===== src/mmc_pkg.sv =====
// Package: shared types and constants of the modulation matrix combiner.
package mmc_pkg;

	localparam int MaxRoutes  = 16;
	localparam int NumSources = 16;
	localparam int IdxW       = $clog2(MaxRoutes);
	localparam int CntW       = $clog2(MaxRoutes + 1);
	localparam int SrcW       = 4;
	localparam int SrcIdxW    = (NumSources > 1) ? $clog2(NumSources) : 1;
	localparam int TgtW       = 6;
	localparam int IdW        = 16;
	localparam int ValW       = 16;
	localparam int AccW       = 24;

	localparam logic signed [AccW-1:0] OneQ12 = 24'sd4096;
	localparam logic signed [AccW-1:0] SatHi  = 24'sh7FFFFF;
	localparam logic signed [AccW-1:0] SatLo  = 24'sh800000;

	typedef enum logic [1:0] {
		OP_ADD    = 2'd0,
		OP_REMOVE = 2'd1,
		OP_SOURCE = 2'd2,
		OP_UPDATE = 2'd3
	} op_t;

	typedef struct packed {
		logic [IdW-1:0]         id;
		logic [TgtW-1:0]        target;
		logic [SrcW-1:0]        source;
		logic signed [ValW-1:0] depth;
		logic signed [ValW-1:0] bias;
		logic                   mult;
		logic                   en;
	} route_t;

	// Control broadcast from the sequencer to every cell
	typedef struct packed {
		logic             shift_ins;   // insert: shift right from ins_pos
		logic [IdxW-1:0]  ins_pos;
		logic             compact;     // remove step: shift left from del_pos
		logic [IdxW-1:0]  del_pos;
		logic             rotate;      // update walk: rotate left by one
	} cell_ctl_t;

	function automatic logic signed [AccW-1:0] sat24(input logic signed [47:0] x);
		if (x > 48'sd8388607)
			return SatHi;
		if (x < -48'sd8388608)
			return SatLo;
		return x[AccW-1:0];
	endfunction

endpackage


===== src/mmc_cell.sv =====
// One table cell: holds a route and hands it to a neighbour on shift or rotate.
module mmc_cell
	import mmc_pkg::*;
(
	input  logic                clk,
	input  logic [IdxW-1:0]     pos,
	input  cell_ctl_t           ctl,
	input  route_t              new_route,
	input  route_t              left_route,
	input  route_t              right_route,
	input  route_t              head_route,
	input  logic                is_tail,
	output route_t              route
);

	route_t route_q;

	always_ff @(posedge clk) begin
		if (ctl.shift_ins) begin
			if (pos == ctl.ins_pos)
				route_q <= new_route;
			else if (pos > ctl.ins_pos)
				route_q <= left_route;
		end else if (ctl.compact) begin
			if (pos >= ctl.del_pos)
				route_q <= right_route;
		end else if (ctl.rotate) begin
			route_q <= is_tail ? head_route : right_route;
		end
	end

	assign route = route_q;

endmodule


===== src/mmc_chain.sv =====
// Row of route cells forming the ordered route table.
module mmc_chain
	import mmc_pkg::*;
(
	input  logic                clk,
	input  cell_ctl_t           ctl,
	input  route_t              new_route,
	input  logic [IdxW-1:0]     tail_pos,
	output route_t              routes [MaxRoutes]
);

	for (genvar g = 0; g < MaxRoutes; g++) begin : g_cell
		mmc_cell u_cell (
			.clk         (clk),
			.pos         (IdxW'(g)),
			.ctl         (ctl),
			.new_route   (new_route),
			.left_route  (routes[(g == 0) ? 0 : g - 1]),
			.right_route (routes[(g == MaxRoutes - 1) ? g : g + 1]),
			.head_route  (routes[0]),
			.is_tail     (tail_pos == IdxW'(g)),
			.route       (routes[g])
		);
	end

endmodule


===== config.mk =====
export PLATFORM = sky130hd
export DESIGN_NAME = mmc_chain
export DESIGN_NICKNAME = d
export VERILOG_FILES = /design/src/mmc_pkg.sv /design/src/mmc_cell.sv /design/src/mmc_chain.sv
export SDC_FILE = /design/constraint.sdc
export NUM_CORES = 2
export LEC_CHECK = 0
export BUFFER_PORTS_ARGS = -buffer_cell sky130_fd_sc_hd__buf_2
export CORE_AREA = 2 2 401 403
export CTS_BUF_LIST = sky130_fd_sc_hd__clkbuf_8
export DETAILED_ROUTE_END_ITERATION = 10
export DIE_AREA = 0 0 403 405
export GPL_TIMING_DRIVEN = 0
export MAX_ROUTING_LAYER = met4
export PLACE_DENSITY = 0.69
export SLEW_MARGIN = 20
export SYNTH_ARGS = -nofsm -noshare
export SYNTH_HDL_FRONTEND = slang
export SYNTH_SLANG_ARGS = --single-unit

===== constraint.sdc =====
create_clock -name clk -period 11.4 [get_ports clk]
set_input_delay 1.14 -clock clk [delete_from_list [all_inputs] [get_ports clk]]
set_output_delay 1.14 -clock clk [all_outputs]
set_load 0.02 [all_outputs]

==> impl_metrics.tcl <==
set metrics [dict create \
    fmax_ghz 0.237 \
    drcViolationCount 3 \
    cts-resized-gates 0 \
    nets 6690 \
    area_delta_synth_final_pct 21.2 \
    synth_area_leader_cell "edfxtp_1" \
    drive_gt1_share_pct 26.7 \
    final.period_utilization_pct 37.1 \
    critPathBufInv 11 \
    clockPowerShare_pct 28.8 \
    grt_pass1_wl_um 541000 \
    p_per_area_mw_per_mm2 164 \
    syn_avg_cell_area_um2 11.0 \
    synth_top_family_by_area "compound AO/OA/AOI/OAI gates" \
    dp.cells 8513 \
    netlist_instances 5356 \
    p_sw_mw 4.71 \
    synth_area_leaders "edfxtp_1 (49%), mux2i_1 (9.6%), a22oi_1 (7.2%)" \
    hold_path.class "flip-flop to flip-flop" \
    finalInstanceArea_mm2 0.0713 \
    ant_nets 0 \
    critPathRequiredTime_ps 12090 \
    fin_cells 8905 \
    pwr-share-comb_pct 27.2 \
    synth_nets 5432 \
    initial_core_util_pct 36.9 \
    layout_min_cycle_time_ps 4230 \
    violations "DRC" \
    vias_per_cell 7.47 \
    synthMuxAreaShare_pct 10.7 \
    cts_setup_buffers 0 \
    skew_ps 62.6 \
    synth_cell_types 60 \
    maxCapViolations 0 \
    avgRoutedWirePerCell_um 46.4 \
    irDropWorstVdd_v 0.000123 \
    reg2reg_slack_ps 9360 \
    cts_made_buffers 183 \
    slowest_delay_ps 690 \
    seq_area_frac_synth_pct 49.0 \
    routed_wl_um 413000 \
    insertion_delay_ps 1020 \
    cts_hold_buf 0 \
    portBuffers 978 \
    gr-total-overflow 0 \
    synth_ff_type "edfxtp_1" \
    slew_headroom_pct 9.25 \
    h-tree-depth 4 \
    syn-cell-area_mm2 0.0588 \
    p_leak_nw 24.9 \
    synth-simple-area-share_pct 2.22 \
    status "finished with violations" \
    drt_pass1_iterations 11 \
    start_kind "input port" \
    yosys_warnings 0 \
    rsz0062_at_grt "no" \
    yosysTopAreaCellShare_pct 49.0 \
    synth_edf_count 960 \
    crit_chain "buf_2 > buf_2 > buf_2 > buf_2 > o21ai_0 > a2111oi_2 > buf_4 > buf_4 > buf_2 > buf_2 > buf_2 > buf_2 > buf_2" \
    dp_hpwl_um 323000 \
    crit_type "input port to flip-flop" \
    grt_max_degree 37 \
    ios 1036 \
    grt_usage_pct 49.7 \
    tightest_slew_ps 1360 \
    switching_share_pct 40.4 \
    path_clk_slew_ps 60 \
    die_w_um 403 \
    placed_area_mm2 0.0678 \
    cts_sinks 960 \
    rows 147 \
    synth_top_cells_by_count "edfxtp_1 (960), a31oi_1 (625), a22oi_1 (563), mux2i_1 (563), clkbuf_1 (491)" \
    p_int_mw 6.94 \
    setup_tns_ps 0 \
    dp_slack_ps 6390 \
    fp.dieH_um 405 \
    final_hold_viol_count 0 \
    cts_buffer_depth 3 \
    gp_congestion 1.20 \
    yosysMostFrequentCell "edfxtp_1" \
    finalMaxSlewViolations 0 \
    critPathArrivalTime_ps 4910 \
    critPathTopFamily "buffers and inverters" \
    largest_register_ffs 960 \
    holdWs_ps 605 \
    core_area_mm2 0.159 \
    final_util_pct 44.8 \
    cts-root-buf "clkbuf_8" \
    cts_tree "yes" \
    path_common_cell "buf_2" \
    vias 66500 \
    slowest_stage "buf_2" \
    setup_viol 0 \
    synth_fa_ha_area_share_pct 0 \
    end_kind "flip-flop" \
    synth_seq_cells 960 \
    die-area_mm2 0.163 \
    synth-async-reset-ratio_pct 0 \
    fin_ws_ps 7170 \
    grt_pass1_vias 61900 \
    synth_xor_area_share_pct 0 \
    worstPathMaxFanout 12 \
    seqPwrFrac_pct 44.0 \
    power_mw 11.7 \
    synth_compound_area_share_pct 30.7 \
    drt_iter0_drc 12600 \
    antenna_found_initial 63 \
]
[cell usage in the layout, fill, tap and decap left out, types with 5 or more instances in the layout]
master    instances
diode_2          62
inv_6             6
clkbuf_4         61
clkbuf_1        466
a32oi_1         277
a221oi_1        271
mux2i_1         563
nor2b_1           7
nor2_1           65
a221oi_4          5
and3b_1           6
buf_8            22
a31oi_1         625
edfxtp_1        960
a211oi_1        276
nand2_1         123
inv_1            65
buf_16           14
o21ai_0         308
mux2_2           60
buf_12            7
clkbuf_2         28
buf_1            31
buf_2          1243
buf_4            60
clkbuf_8        184
buf_6            48
clkinv_2         15
a22oi_1         563
o21ai_1         259
clkinv_1         48
[path summary, 6_finish.rpt]
kind,cells after the start,end,start
min reg2reg,1,g_cell[0].u_cell.route[47],g_cell[1].u_cell.route[47]
max reg2reg,2,g_cell[13].u_cell.route[31],g_cell[0].u_cell.route[31]
min,1,g_cell[0].u_cell.route[47],g_cell[1].u_cell.route[47]
max,13,g_cell[2].u_cell.route[33],ctl[10]
[worst register-to-register path, delay by kind of cell (launching register included)]
| family | cells | cell delay, ps |
|---|---|---|
| AND/OR/NAND/NOR | 1 | 940 |
| flip-flops | 1 | 430 |
| AO/OA/AOI/OAI | 1 | 330 |
[cell families after synthesis]
| group | Yosys count |
|---|---|
| compound gates | 2604 |
| simple gates | 261 |
| buf+inv | 908 |
| flops | 960 |
| mux | 623 |
[metal layers]
| layer | vias up | track usage [%] | routed length [µm] |
|---|---|---|---|
| li1 | 24900 | - | - |
| met1 | 32900 | 54.9 | 135000 |
| met2 | 6859 | 68.8 | 169000 |
| met3 | 1790 | 22.7 | 67700 |
| met4 | 0 | 39.2 | 41400 |
| met5 | - | - | 0 |
[cell type report]
class                           instances  area, µm²
Timing Repair Buffer                 1073       6220
Tap cell                             2086       2610
Fill cell                           15400      88000
Buffer                                907       4320
Multi-Input combinational cell       3488      25900
Antenna cell                           62        155
Clock inverter                        144        714
Clock buffer                          184       2530
Inverter                                1       3.75
Sequential cell                       960      28800
[power groups by stage]
stage          clock [mW]  combinational [mW]  sequential (mW)
2_1_floorplan           0                1.16             5.32
3_3_place_gp            0                2.89             5.19
3_5_place_dp            0                3.01             5.12
4_1_cts              3.27                3.02             5.05
5_1_grt              3.41                3.23             5.09
6_report             3.35                3.17             5.13
Note: power is estimated with default switching activity, not from simulation.
